<file path="src/hw/rtl/chac_pkg.sv">
// chac_pkg: shared types, widths, constants and the CORDIC arctangent table
// for the compass heading block. No dependencies.
package chac_pkg;

   localparam int CORDIC_ITERATIONS_DEF = 16;
   localparam int TABLE_LEN             = 24;
   localparam int ITER_IDX_W            = 5;    // indexes the whole table
   localparam int CSR_INDEX_W           = 8;
   localparam int CSR_DATA_W            = 15;

   localparam logic [CSR_INDEX_W-1:0] CSR_DECLINATION = 8'd0;
   localparam logic [CSR_INDEX_W-1:0] CSR_TRIM        = 8'd1;

   typedef struct packed {
      logic signed [15:0] mag_x;
      logic signed [15:0] mag_y;
   } req_type;

   typedef struct packed {
      logic        [14:0] heading;
      logic signed [15:0] seen_min_x;
      logic signed [15:0] seen_max_x;
      logic signed [15:0] seen_min_y;
      logic signed [15:0] seen_max_y;
   } rsp_type;

   // one-hot datapath commands from the controller
   typedef struct packed {
      logic                  load;   // take sample, update extremes
      logic                  prep;   // center, pre-rotate, load CORDIC
      logic                  iter;   // one CORDIC micro-rotation
      logic                  head;   // rotate, declination, first wrap
      logic                  win;    // quadrant window, smoothing sum, trim
      logic                  mul;    // reciprocal multiply for /20
      logic                  fin;    // write smoothed limit
      logic                  out_wr; // load result register
      logic [ITER_IDX_W-1:0] idx;    // CORDIC step index
   } cmd_type;

   // atan(2^-i) in 1/16384 degree
   function automatic logic [19:0] atan_fine(input logic [ITER_IDX_W-1:0] i);
      logic [19:0] r;
      case (i)
         5'd0:  r = 20'd737280;
         5'd1:  r = 20'd435242;
         5'd2:  r = 20'd229970;
         5'd3:  r = 20'd116736;
         5'd4:  r = 20'd58595;
         5'd5:  r = 20'd29326;
         5'd6:  r = 20'd14667;
         5'd7:  r = 20'd7334;
         5'd8:  r = 20'd3667;
         5'd9:  r = 20'd1833;
         5'd10: r = 20'd917;
         5'd11: r = 20'd458;
         5'd12: r = 20'd229;
         5'd13: r = 20'd115;
         5'd14: r = 20'd57;
         5'd15: r = 20'd29;
         5'd16: r = 20'd14;
         5'd17: r = 20'd7;
         5'd18: r = 20'd4;
         5'd19: r = 20'd2;
         5'd20: r = 20'd1;
         default: r = 20'd0;
      endcase
      return r;
   endfunction

endpackage

</file>
<file path="src/hw/rtl/chac_ctrl.sv">
// chac_ctrl: sequencer for the compass heading block; owns the handshakes.
// Depends on chac_pkg.
module chac_ctrl #(
   parameter int CORDIC_ITERATIONS = chac_pkg::CORDIC_ITERATIONS_DEF
) (
   input  logic              clock,
   input  logic              reset,
   input  logic              req_valid,
   output logic              req_stall,
   output logic              rsp_valid,
   input  logic              rsp_stall,
   output chac_pkg::cmd_type cmd
);
   localparam int ITER_W = (CORDIC_ITERATIONS > 1) ? $clog2(CORDIC_ITERATIONS) : 1;
   localparam logic [ITER_W-1:0] ITER_LAST = ITER_W'(CORDIC_ITERATIONS - 1);

   localparam logic [2:0] ST_IDLE = 3'd0;
   localparam logic [2:0] ST_PREP = 3'd1;
   localparam logic [2:0] ST_ITER = 3'd2;
   localparam logic [2:0] ST_HEAD = 3'd3;
   localparam logic [2:0] ST_WIN  = 3'd4;
   localparam logic [2:0] ST_MUL  = 3'd5;
   localparam logic [2:0] ST_FIN  = 3'd6;
   localparam logic [2:0] ST_DONE = 3'd7;

   logic [2:0]        state_ff, state_in;
   logic [ITER_W-1:0] iter_ff, iter_in;
   logic              rsp_valid_ff, rsp_valid_in;
   logic              accept;
   logic              slot_free;

   assign req_stall = (state_ff != ST_IDLE);
   assign accept    = req_valid && !req_stall;
   assign slot_free = !rsp_valid_ff || !rsp_stall;
   assign rsp_valid = rsp_valid_ff;

   always_comb begin
      state_in = state_ff;
      iter_in  = iter_ff;
      cmd      = '0;
      cmd.idx  = chac_pkg::ITER_IDX_W'(iter_ff);
      unique case (state_ff)
         ST_IDLE: begin
            if (accept) begin
               cmd.load = 1'b1;
               state_in = ST_PREP;
            end
         end
         ST_PREP: begin
            cmd.prep = 1'b1;
            iter_in  = '0;
            state_in = ST_ITER;
         end
         ST_ITER: begin
            cmd.iter = 1'b1;
            iter_in  = iter_ff + 1'b1;
            if (iter_ff == ITER_LAST) state_in = ST_HEAD;
         end
         ST_HEAD: begin
            cmd.head = 1'b1;
            state_in = ST_WIN;
         end
         ST_WIN: begin
            cmd.win  = 1'b1;
            state_in = ST_MUL;
         end
         ST_MUL: begin
            cmd.mul  = 1'b1;
            state_in = ST_FIN;
         end
         ST_FIN: begin
            cmd.fin  = 1'b1;
            state_in = ST_DONE;
         end
         ST_DONE: begin
            if (slot_free) begin
               cmd.out_wr = 1'b1;
               state_in   = ST_IDLE;
            end
         end
         default: state_in = ST_IDLE;
      endcase
   end

   always_comb begin
      rsp_valid_in = rsp_valid_ff;
      if (cmd.out_wr)      rsp_valid_in = 1'b1;
      else if (!rsp_stall) rsp_valid_in = 1'b0;
   end

   always_ff @(posedge clock) begin
      if (reset) begin
         state_ff     <= ST_IDLE;
         iter_ff      <= '0;
         rsp_valid_ff <= 1'b0;
      end else begin
         state_ff     <= state_in;
         iter_ff      <= iter_in;
         rsp_valid_ff <= rsp_valid_in;
      end
   end

`ifndef NO_ASSERTIONS
   a_accept_to_prep: assert property (@(posedge clock) disable iff (reset)
      accept |=> state_ff == ST_PREP)
      else $error("accepted sample did not start preparation");
   a_out_slot_free: assert property (@(posedge clock) disable iff (reset)
      cmd.out_wr |-> (!rsp_valid_ff || !rsp_stall))
      else $error("result overwritten while stalled");
   a_cmd_onehot: assert property (@(posedge clock) disable iff (reset)
      $onehot0({cmd.load, cmd.prep, cmd.iter, cmd.head, cmd.win, cmd.mul,
                cmd.fin, cmd.out_wr}))
      else $error("more than one datapath command");
   a_iter_bound: assert property (@(posedge clock) disable iff (reset)
      state_ff == ST_ITER |-> iter_ff <= ITER_LAST)
      else $error("CORDIC step index out of range");
`endif

endmodule

</file>
<file path="src/hw/rtl/chac_datapath.sv">
// chac_datapath: calibration state, CORDIC vectoring unit, limit smoothing and
// result register for the compass heading block. Depends on chac_pkg.
module chac_datapath (
   input  logic                                clock,
   input  logic                                reset,
   input  chac_pkg::cmd_type                   cmd,
   input  chac_pkg::req_type                   req_data,
   input  logic                                csr_we,
   input  logic [chac_pkg::CSR_INDEX_W-1:0]    csr_index,
   input  logic [chac_pkg::CSR_DATA_W-1:0]     csr_wdata,
   output chac_pkg::rsp_type                   rsp_data
);
   localparam logic [1:0] LIM_Y_POS = 2'd0;
   localparam logic [1:0] LIM_Y_NEG = 2'd1;
   localparam logic [1:0] LIM_X_NEG = 2'd2;
   localparam logic [1:0] LIM_X_POS = 2'd3;

   localparam logic signed [24:0] DEG  = 25'sd16384;
   localparam logic signed [24:0] FULL = 25'sd5898240;
   localparam logic [17:0] RECIP5 = 18'd209716;   // ceil(2^20/5)

   // configuration
   logic signed [7:0]  decl_ff;
   logic signed [14:0] trim_ff;

   // calibration state
   logic signed [15:0] lyp_ff, lyn_ff, lxp_ff, lxn_ff;
   logic signed [15:0] minx_ff, maxx_ff, miny_ff, maxy_ff;
   logic signed [15:0] mx_ff, my_ff;

   // CORDIC
   logic signed [41:0] x_ff, x_in, y_ff, y_in;
   logic signed [23:0] z_ff, z_in;
   logic               zero_ff;

   // post-processing
   logic signed [24:0] h_ff;
   logic               upd_ff;
   logic [1:0]         sel_ff;
   logic signed [20:0] sum_ff;
   logic [35:0]        prod_ff;
   logic [14:0]        heading_ff;
   chac_pkg::rsp_type  out_ff;

   assign rsp_data = out_ff;

   // centering and pre-rotation
   logic signed [18:0] cx, cy;
   logic signed [41:0] sx, sy;
   always_comb begin
      cx = {{2{mx_ff[15]}}, mx_ff, 1'b0} - (19'(lxp_ff) + 19'(lxn_ff));
      cy = {{2{my_ff[15]}}, my_ff, 1'b0} - (19'(lyp_ff) + 19'(lyn_ff));
      sx = {{3{cx[18]}}, cx, 20'd0};
      sy = {{3{cy[18]}}, cy, 20'd0};
   end

   // CORDIC step and loads
   logic signed [41:0] dx, dy;
   logic signed [23:0] at;
   always_comb begin
      dx   = y_ff >>> cmd.idx;
      dy   = x_ff >>> cmd.idx;
      at   = 24'(chac_pkg::atan_fine(cmd.idx));
      x_in = x_ff;
      y_in = y_ff;
      z_in = z_ff;
      if (cmd.prep) begin
         if (sx < 0) begin
            if (sy >= 0) begin
               x_in = sy;   y_in = -sx;  z_in = 24'sd1474560;
            end else begin
               x_in = -sy;  y_in = sx;   z_in = -24'sd1474560;
            end
         end else begin
            x_in = sx;   y_in = sy;   z_in = '0;
         end
      end else if (cmd.iter) begin
         if (y_ff > 0) begin
            x_in = x_ff + dx;  y_in = y_ff - dy;  z_in = z_ff + at;
         end else begin
            x_in = x_ff - dx;  y_in = y_ff + dy;  z_in = z_ff - at;
         end
      end
   end

   // rotation, declination, first wrap
   logic signed [24:0] h_raw, h_wrap;
   always_comb begin
      h_raw = (zero_ff ? 25'sd0 : 25'(z_ff)) - 25'sd1474560
              + {{5{decl_ff[7]}}, decl_ff, 12'd0};
      h_wrap = h_raw;
      if (h_wrap < 0)    h_wrap = h_wrap + FULL;
      if (h_wrap > FULL) h_wrap = h_wrap - FULL;
   end

   // quadrant windows, smoothing sum, trim
   logic               upd;
   logic [1:0]         sel;
   logic signed [15:0] old_lim, smp;
   logic signed [20:0] old21, sum;
   logic signed [17:0] h64, h64_t;
   logic signed [24:0] h_rnd;
   always_comb begin
      upd = 1'b1;
      sel = LIM_Y_POS;
      if (h_ff < 20 * DEG || h_ff > 340 * DEG)       sel = LIM_Y_POS;
      else if (h_ff > 160 * DEG && h_ff < 200 * DEG) sel = LIM_Y_NEG;
      else if (h_ff > 70 * DEG && h_ff < 110 * DEG)  sel = LIM_X_NEG;
      else if (h_ff > 250 * DEG && h_ff < 290 * DEG) sel = LIM_X_POS;
      else                                           upd = 1'b0;
      case (sel)
         LIM_Y_POS: begin old_lim = lyp_ff; smp = my_ff; end
         LIM_Y_NEG: begin old_lim = lyn_ff; smp = my_ff; end
         LIM_X_NEG: begin old_lim = lxn_ff; smp = mx_ff; end
         default:   begin old_lim = lxp_ff; smp = mx_ff; end
      endcase
      old21 = 21'(old_lim);
      sum   = (old21 <<< 4) + (old21 <<< 1) + old21 + 21'(smp);
      h_rnd = (h_ff + 25'sd128) >>> 8;
      // heading plus full-range trim reaches 39423: needs 17 bits signed, held in 18
      h64_t = h_rnd[17:0] + 18'(trim_ff);
      h64   = h64_t;
      if (h64 > 18'sd23040) h64 = h64 - 18'sd23040;
      if (h64 < 0)          h64 = h64 + 18'sd23040;
   end

   // truncating divide by 20: floor(floor(|s|/4)/5) via reciprocal
   logic [20:0] mag;
   logic [16:0] q, qs;
   always_comb begin
      mag = sum_ff[20] ? 21'(-sum_ff) : 21'(sum_ff);
      q   = {1'b0, prod_ff[35:20]};
      qs  = sum_ff[20] ? -q : q;
   end

   always_ff @(posedge clock) begin
      if (reset) begin
         decl_ff <= '0;
         trim_ff <= '0;
         lyp_ff  <= 16'sd64;
         lxp_ff  <= 16'sd64;
         lyn_ff  <= -16'sd64;
         lxn_ff  <= -16'sd64;
         minx_ff <= -16'sd64;
         maxx_ff <= 16'sd64;
         miny_ff <= -16'sd64;
         maxy_ff <= 16'sd64;
      end else begin
         if (csr_we) begin
            case (csr_index)
               chac_pkg::CSR_DECLINATION: decl_ff <= csr_wdata[7:0];
               chac_pkg::CSR_TRIM:        trim_ff <= csr_wdata;
               default: ;
            endcase
         end
         if (cmd.load) begin
            if (req_data.mag_x < minx_ff) minx_ff <= req_data.mag_x;
            if (req_data.mag_x > maxx_ff) maxx_ff <= req_data.mag_x;
            if (req_data.mag_y < miny_ff) miny_ff <= req_data.mag_y;
            if (req_data.mag_y > maxy_ff) maxy_ff <= req_data.mag_y;
         end
         if (cmd.fin && upd_ff) begin
            case (sel_ff)
               LIM_Y_POS: lyp_ff <= qs[15:0];
               LIM_Y_NEG: lyn_ff <= qs[15:0];
               LIM_X_NEG: lxn_ff <= qs[15:0];
               default:   lxp_ff <= qs[15:0];
            endcase
         end
      end
   end

   always_ff @(posedge clock) begin
      if (cmd.load) begin
         mx_ff <= req_data.mag_x;
         my_ff <= req_data.mag_y;
      end
      x_ff <= x_in;
      y_ff <= y_in;
      z_ff <= z_in;
      if (cmd.prep) zero_ff <= (cx == 0) && (cy == 0);
      if (cmd.head) h_ff <= h_wrap;
      if (cmd.win) begin
         upd_ff     <= upd;
         sel_ff     <= sel;
         sum_ff     <= sum;
         heading_ff <= h64[14:0];
      end
      if (cmd.mul) prod_ff <= mag[19:2] * RECIP5;
      if (cmd.out_wr) begin
         out_ff.heading    <= heading_ff;
         out_ff.seen_min_x <= minx_ff;
         out_ff.seen_max_x <= maxx_ff;
         out_ff.seen_min_y <= miny_ff;
         out_ff.seen_max_y <= maxy_ff;
      end
   end

endmodule

</file>
<file path="src/hw/rtl/compass_heading_with_auto_calibration.sv">
// compass_heading_with_auto_calibration: top level; joins the controller and
// the datapath. Depends on chac_pkg, chac_ctrl and chac_datapath.
//
// Use:
//  - req_ channel: one magnetometer X,Y sample per transfer (valid/stall).
//    req_stall is low only while the block is idle, so one sample is in work
//    at a time.
//  - rsp_ channel: one result per sample: heading in 1/64 degree (0..23040)
//    and the running per-axis extremes including this sample.
//  - csr_ channel: register writes (index 0 declination, index 1 trim);
//    csr_ready is always high, unknown indexes are dropped. Write only while
//    no sample is in work.
//  - Sequence: request transfer, preparation, the CORDIC micro-rotations (one
//    per cycle, iterative), head, window, multiply and finish steps, then the
//    output register write that raises rsp_valid; a new sample waits for idle.
//  - Stall: a finished result waits in the output register; a new sample is
//    accepted meanwhile and its result waits until that register is freed.
//  - Reset (synchronous): limits go to +/-64, extremes to +/-64,
//    declination and trim registers to zero, no result pending.
module compass_heading_with_auto_calibration #(
   parameter int CORDIC_ITERATIONS = chac_pkg::CORDIC_ITERATIONS_DEF
) (
   input  logic                             clock,
   input  logic                             reset,
   input  logic                             req_valid,
   output logic                             req_stall,
   input  chac_pkg::req_type                req_data,
   output logic                             rsp_valid,
   input  logic                             rsp_stall,
   output chac_pkg::rsp_type                rsp_data,
   input  logic                             csr_valid,
   output logic                             csr_ready,
   input  logic [chac_pkg::CSR_INDEX_W-1:0] csr_index,
   input  logic [chac_pkg::CSR_DATA_W-1:0]  csr_wdata
);
   chac_pkg::cmd_type cmd;

   assign csr_ready = 1'b1;

   chac_ctrl #(.CORDIC_ITERATIONS(CORDIC_ITERATIONS)) u_ctrl (
      .clock     (clock),
      .reset     (reset),
      .req_valid (req_valid),
      .req_stall (req_stall),
      .rsp_valid (rsp_valid),
      .rsp_stall (rsp_stall),
      .cmd       (cmd)
   );

   chac_datapath u_datapath (
      .clock     (clock),
      .reset     (reset),
      .cmd       (cmd),
      .req_data  (req_data),
      .csr_we    (csr_valid && csr_ready),
      .csr_index (csr_index),
      .csr_wdata (csr_wdata),
      .rsp_data  (rsp_data)
   );

endmodule

</file>
<file path="config.mk">
export PLATFORM = sky130hd
export DESIGN_NAME = compass_heading_with_auto_calibration
export DESIGN_NICKNAME = d
export VERILOG_FILES = /design/src/hw/rtl/chac_pkg.sv /design/src/hw/rtl/chac_ctrl.sv /design/src/hw/rtl/chac_datapath.sv /design/src/hw/rtl/compass_heading_with_auto_calibration.sv
export SDC_FILE = /design/constraint.sdc
export NUM_CORES = 2
export LEC_CHECK = 0
export ABC_CLOCK_PERIOD_IN_PS = 10200
export BUFFER_PORTS_ARGS = -buffer_cell sky130_fd_sc_hd__buf_2
export CORE_ASPECT_RATIO = 0.7
export CORE_MARGIN = 4
export CORE_UTILIZATION = 45
export CTS_CLUSTER_SIZE = 30
export DETAILED_ROUTE_END_ITERATION = 8
export PLACE_DENSITY = 0.72
export SLEW_MARGIN = 20
export SYNTH_ARGS = -nofsm -noshare
export SYNTH_HDL_FRONTEND = slang
export SYNTH_SLANG_ARGS = --single-unit
</file>
<file path="constraint.sdc">
create_clock -name clock -period 10.2 [get_ports clock]
set_input_delay 2.55 -clock clock [delete_from_list [all_inputs] [get_ports clock]]
set_output_delay 2.55 -clock clock [all_outputs]
set_load 0.02 [all_outputs]
</file>
==> qor.txt <==
outcome: finished clean
area of the mapped netlist: 43,600 um2
first-pass GRT wire length: 186 mm
H-tree Lvls: 2
share of cell area taken by muxes after synthesis: 9.01%
number of CTS-inserted buffers: 50
Yosys top cell by area: sky130_fd_sc_hd__edfxtp_1
worst reg-to-reg setup slack: 0.78 ns
start-to-end type of the worst setup path: reg2reg
post-layout worst setup margin: 0.783 ns
vias in the first global route: 33,460
simple-gate area share of the yosys netlist: 14.4%
fraction of synthesis flops using an asynchronous set or reset pin: 0%
Sequential Area: 12,600 um2
Sink Count: 479
starting density of the core: 45.4%
tightest slew margin relative to the limit: 24.4%
startpoint of the lowest-slack register-to-register path: u_datapath.sum_ff[2]$_DFFE_PP_
layout cell share with drive strength beyond 1: 9.09%
number of port buffers: 140
net total in the final layout: 5,378
horizontal die dimension: 380 um
I/O pin cnt: 142
last element of the critical path: u_datapath.prod_ff[35]$_DFFE_PP_
setup repair after global routing missed its margin: false
achievable clock frequency: 106 MHz
compound-gate portion of the synthesized area: 15.7%
most area-consuming cells after synthesis: sky130_fd_sc_hd__edfxtp_1 (21%), sky130_fd_sc_hd__ha_1 (13%), sky130_fd_sc_hd__dfxtp_1 (8.2%), sky130_fd_sc_hd__fa_1 (7.3%), sky130_fd_sc_hd__mux4_2 (4.5%)
reported max-cap violation count: 0
Final Critical Period: 9.42 ns
most common flop cell mapped by yosys: sky130_fd_sc_hd__edfxtp_1
buffer depth of the longest clock path: 3
element type at the critical path start: register
arrival time at the worst endpoint: 9.81 ns
crit share post-route: 92.3%
die area: 102,000 um2
Core Area: 96,000 um2
share of Yosys cell area claimed by the top area cell type: 20.6%
all-layer global routing usage: 22.5%
mean routed wirelength per cell: 19.6 um
Slowest cell on crit path: sky130_fd_sc_hd__fa_1
Worst Hold Path Cells: 0
DRC errors left: 0
maximum number of pins on one net before global-route repair: 104
final weighted congestion in routability-driven placement: 0.947
initial antenna violation count: 3
global route overflow: 0
Finish-stage setup viols: 0
TritonCTS clock tree: done
filler cell count in the final layout: 8,790
max-slew violation count: 0
later-pin clock latency in the skew report: 0.65 ns
required time worst endpoint: 10.60 ns
placed insts: 5,931
Critical Path Sink Type: register
Net Count, Synth: 5,321
worst slack after detailed placement: 0.582 ns
number of distinct library cells after synthesis: 89
count of buffers added by post-CTS timing repair for setup: 0
root cell of the clock tree: sky130_fd_sc_hd__clkbuf_16
type of the worst min-delay path: reg2reg
non-filler cells in the finished layout: 6,026
sequential share of the synthesized area: 28.9%
floorplan die height: 269 um
source of the critical timing path: u_datapath.sum_ff[2]$_DFFE_PP_
top fanout value on the critical path: 5
sum of negative setup slack: 0 ns
average via count per standard cell: 5.92
post-detail-place hpwl: 91.8 mm
synthesized area per cell: 9.35 um2
setup clock skew after layout: 0.0360 ns
count of state elements after synthesis: 479
starting DRC count in detailed routing: 3,779
Synth warnings: 0
clock-pin slew on the worst setup and hold paths: 0.07 ns
transition at the pin with the smallest max-transition slack: 1.13 ns
largest family of logic cells by synthesized area: adder cells
fraction of synthesized cell area in xor and xnor cells: 6.70%
Post-Route WL: 118 mm
multi-input combinational cell area: 28,800 um2
remaining antenna violation count: 0
path depth of the worst reg2reg path: 29
area growth from synthesis to layout: 8.31%
count of TritonRoute iterations in the first routing pass: 6
post-synthesis cell count: 4,665
post-synthesis share of cell area spent on full adders, half adders and majority gates: 19.8%
maximum cell stage delay along the critical path: 0.53 ns
final hold vios: 0
Worst R2R End: u_datapath.prod_ff[35]$_DFFE_PP_
routed vias: 35,681
number of synthesized flops with an enable pin: 300
Std-Cell Rows: 95
[timing repair]
action / 4_1_cts / 5_1_grt
resized for setup: 0 / 1
endpoints found under the setup margin: 0 / 1
hold buffers: 0 / 0
[sequential cells by signal, summed over array words and instances (netlist names), 20 cells and up]
name / count
u_datapath.z_ff: 24
u_datapath.x_ff: 42
u_datapath.rsp_data: 79
u_datapath.at: 20
u_datapath.h_ff: 25
u_datapath.y_ff: 42
u_datapath.sum_ff: 21
[area by class of cell]
type	instances	area share, %
clock buffer	66	2.90
timing repair buffer	175	2.05
clock inverter	28	0.680
antenna	1	0.00529
sequential	479	26.7
inverter	434	3.45
multi-input combinational	3582	60.9
tap	1261	3.34
[worst min path at each step]
stage                                             from                           endpoint  slack (ns)
finish              u_datapath.heading_ff[5]$_DFFE_PP_  u_datapath.rsp_data[69]$_DFFE_PP_        0.41
detailed placement  u_datapath.heading_ff[2]$_DFFE_PP_  u_datapath.rsp_data[66]$_DFFE_PP_        0.40
CTS                 u_datapath.heading_ff[5]$_DFFE_PP_  u_datapath.rsp_data[69]$_DFFE_PP_        0.42
global route        u_datapath.heading_ff[5]$_DFFE_PP_  u_datapath.rsp_data[69]$_DFFE_PP_        0.42
floorplan           u_datapath.heading_ff[0]$_DFFE_PP_  u_datapath.rsp_data[64]$_DFFE_PP_        0.40
global placement    u_datapath.heading_ff[8]$_DFFE_PP_  u_datapath.rsp_data[72]$_DFFE_PP_        0.40
[metal layers]
metal	part of all wire, %	global-route usage (%)	vias to the layer above
li1	-	-	16899
met1	47	34.3	17016
met2	39	31.3	1596
met3	12	6.63	166
met4	1.9	4.70	4
met5	0.014	0	-
[critical path: cells and delay by family (launching register included)]
| kind | cells | cell delay [ns] |
|---|---|---|
| AND/OR/NAND/NOR | 6 | 2.02 |
| buffers and inverters | 4 | 0.22 |
| adder cells (fa/ha/maj) | 7 | 3.00 |
| AO/OA/AOI/OAI | 10 | 3.07 |
| flip-flops | 1 | 0.43 |
| XOR/XNOR | 2 | 0.45 |
[cell usage after synthesis, types with 23 or more instances]
library cell	count
sky130_fd_sc_hd__xor2_1	135
sky130_fd_sc_hd__a21oi_1	287
sky130_fd_sc_hd__nand3_1	91
sky130_fd_sc_hd__or3_1	36
sky130_fd_sc_hd__and2_1	29
sky130_fd_sc_hd__o31ai_1	34
sky130_fd_sc_hd__xnor2_1	199
sky130_fd_sc_hd__a211o_1	33
sky130_fd_sc_hd__inv_1	431
sky130_fd_sc_hd__nor2b_1	60
sky130_fd_sc_hd__o22ai_1	23
sky130_fd_sc_hd__nor2_1	443
sky130_fd_sc_hd__nand2_1	288
sky130_fd_sc_hd__o211ai_1	23
sky130_fd_sc_hd__mux2i_1	162
sky130_fd_sc_hd__a211oi_1	75
sky130_fd_sc_hd__dfxtp_1	179
sky130_fd_sc_hd__o21a_1	41
sky130_fd_sc_hd__fa_1	159
sky130_fd_sc_hd__nor3_1	86
sky130_fd_sc_hd__nor4_1	32
sky130_fd_sc_hd__o21bai_1	25
sky130_fd_sc_hd__mux2_2	25
sky130_fd_sc_hd__edfxtp_1	300
sky130_fd_sc_hd__and3_1	43
sky130_fd_sc_hd__a21o_1	126
sky130_fd_sc_hd__nand4_1	39
sky130_fd_sc_hd__ha_1	437
sky130_fd_sc_hd__a31oi_1	34
sky130_fd_sc_hd__nand2b_1	80
sky130_fd_sc_hd__mux4_2	87
sky130_fd_sc_hd__clkbuf_1	122
sky130_fd_sc_hd__o21ai_0	194
[stage by stage]
step / hold slack, ns / area [um2] / utilization [%]
detailed placement: 0.405 / 45500 / 47.4
global placement: 0.401 / 45500 / 47.4
floorplan: 0.400 / 43600 / -
global route: 0.419 / 47300 / 49.2
CTS: 0.415 / 47200 / 49.2
finish: 0.414 / 47300 / 49.2
[cells by family (layout without fill, tap and decap cells)]
logic type | after synthesis | in the layout
other | 1 | 2
adder cells (fa/ha/maj) | 596 | 596
XOR/XNOR | 334 | 334
AO/OA/AOI/OAI | 1057 | 1057
buffers and inverters | 604 | 703
AND/OR/NAND/NOR | 1314 | 1314
flip-flops | 479 | 479
multiplexers | 280 | 280
[layout by cell type, fill, tap and decap left out, types with 139 or more instances in the layout]
cell type | netlist | final
sky130_fd_sc_hd__a21oi_1 | 287 | 285
sky130_fd_sc_hd__buf_2 | 18 | 139
sky130_fd_sc_hd__dfxtp_1 | 179 | 175
sky130_fd_sc_hd__edfxtp_1 | 300 | 300
sky130_fd_sc_hd__fa_1 | 159 | 159
sky130_fd_sc_hd__ha_1 | 437 | 437
sky130_fd_sc_hd__inv_1 | 431 | 428
sky130_fd_sc_hd__mux2i_1 | 162 | 162
sky130_fd_sc_hd__nand2_1 | 288 | 288
sky130_fd_sc_hd__nor2_1 | 443 | 441
sky130_fd_sc_hd__o21ai_0 | 194 | 194
sky130_fd_sc_hd__xnor2_1 | 199 | 197
Power is left out: the tool's default activity adds up to more than one toggle a clock period on the data nets, which glitch-free logic cannot reach.
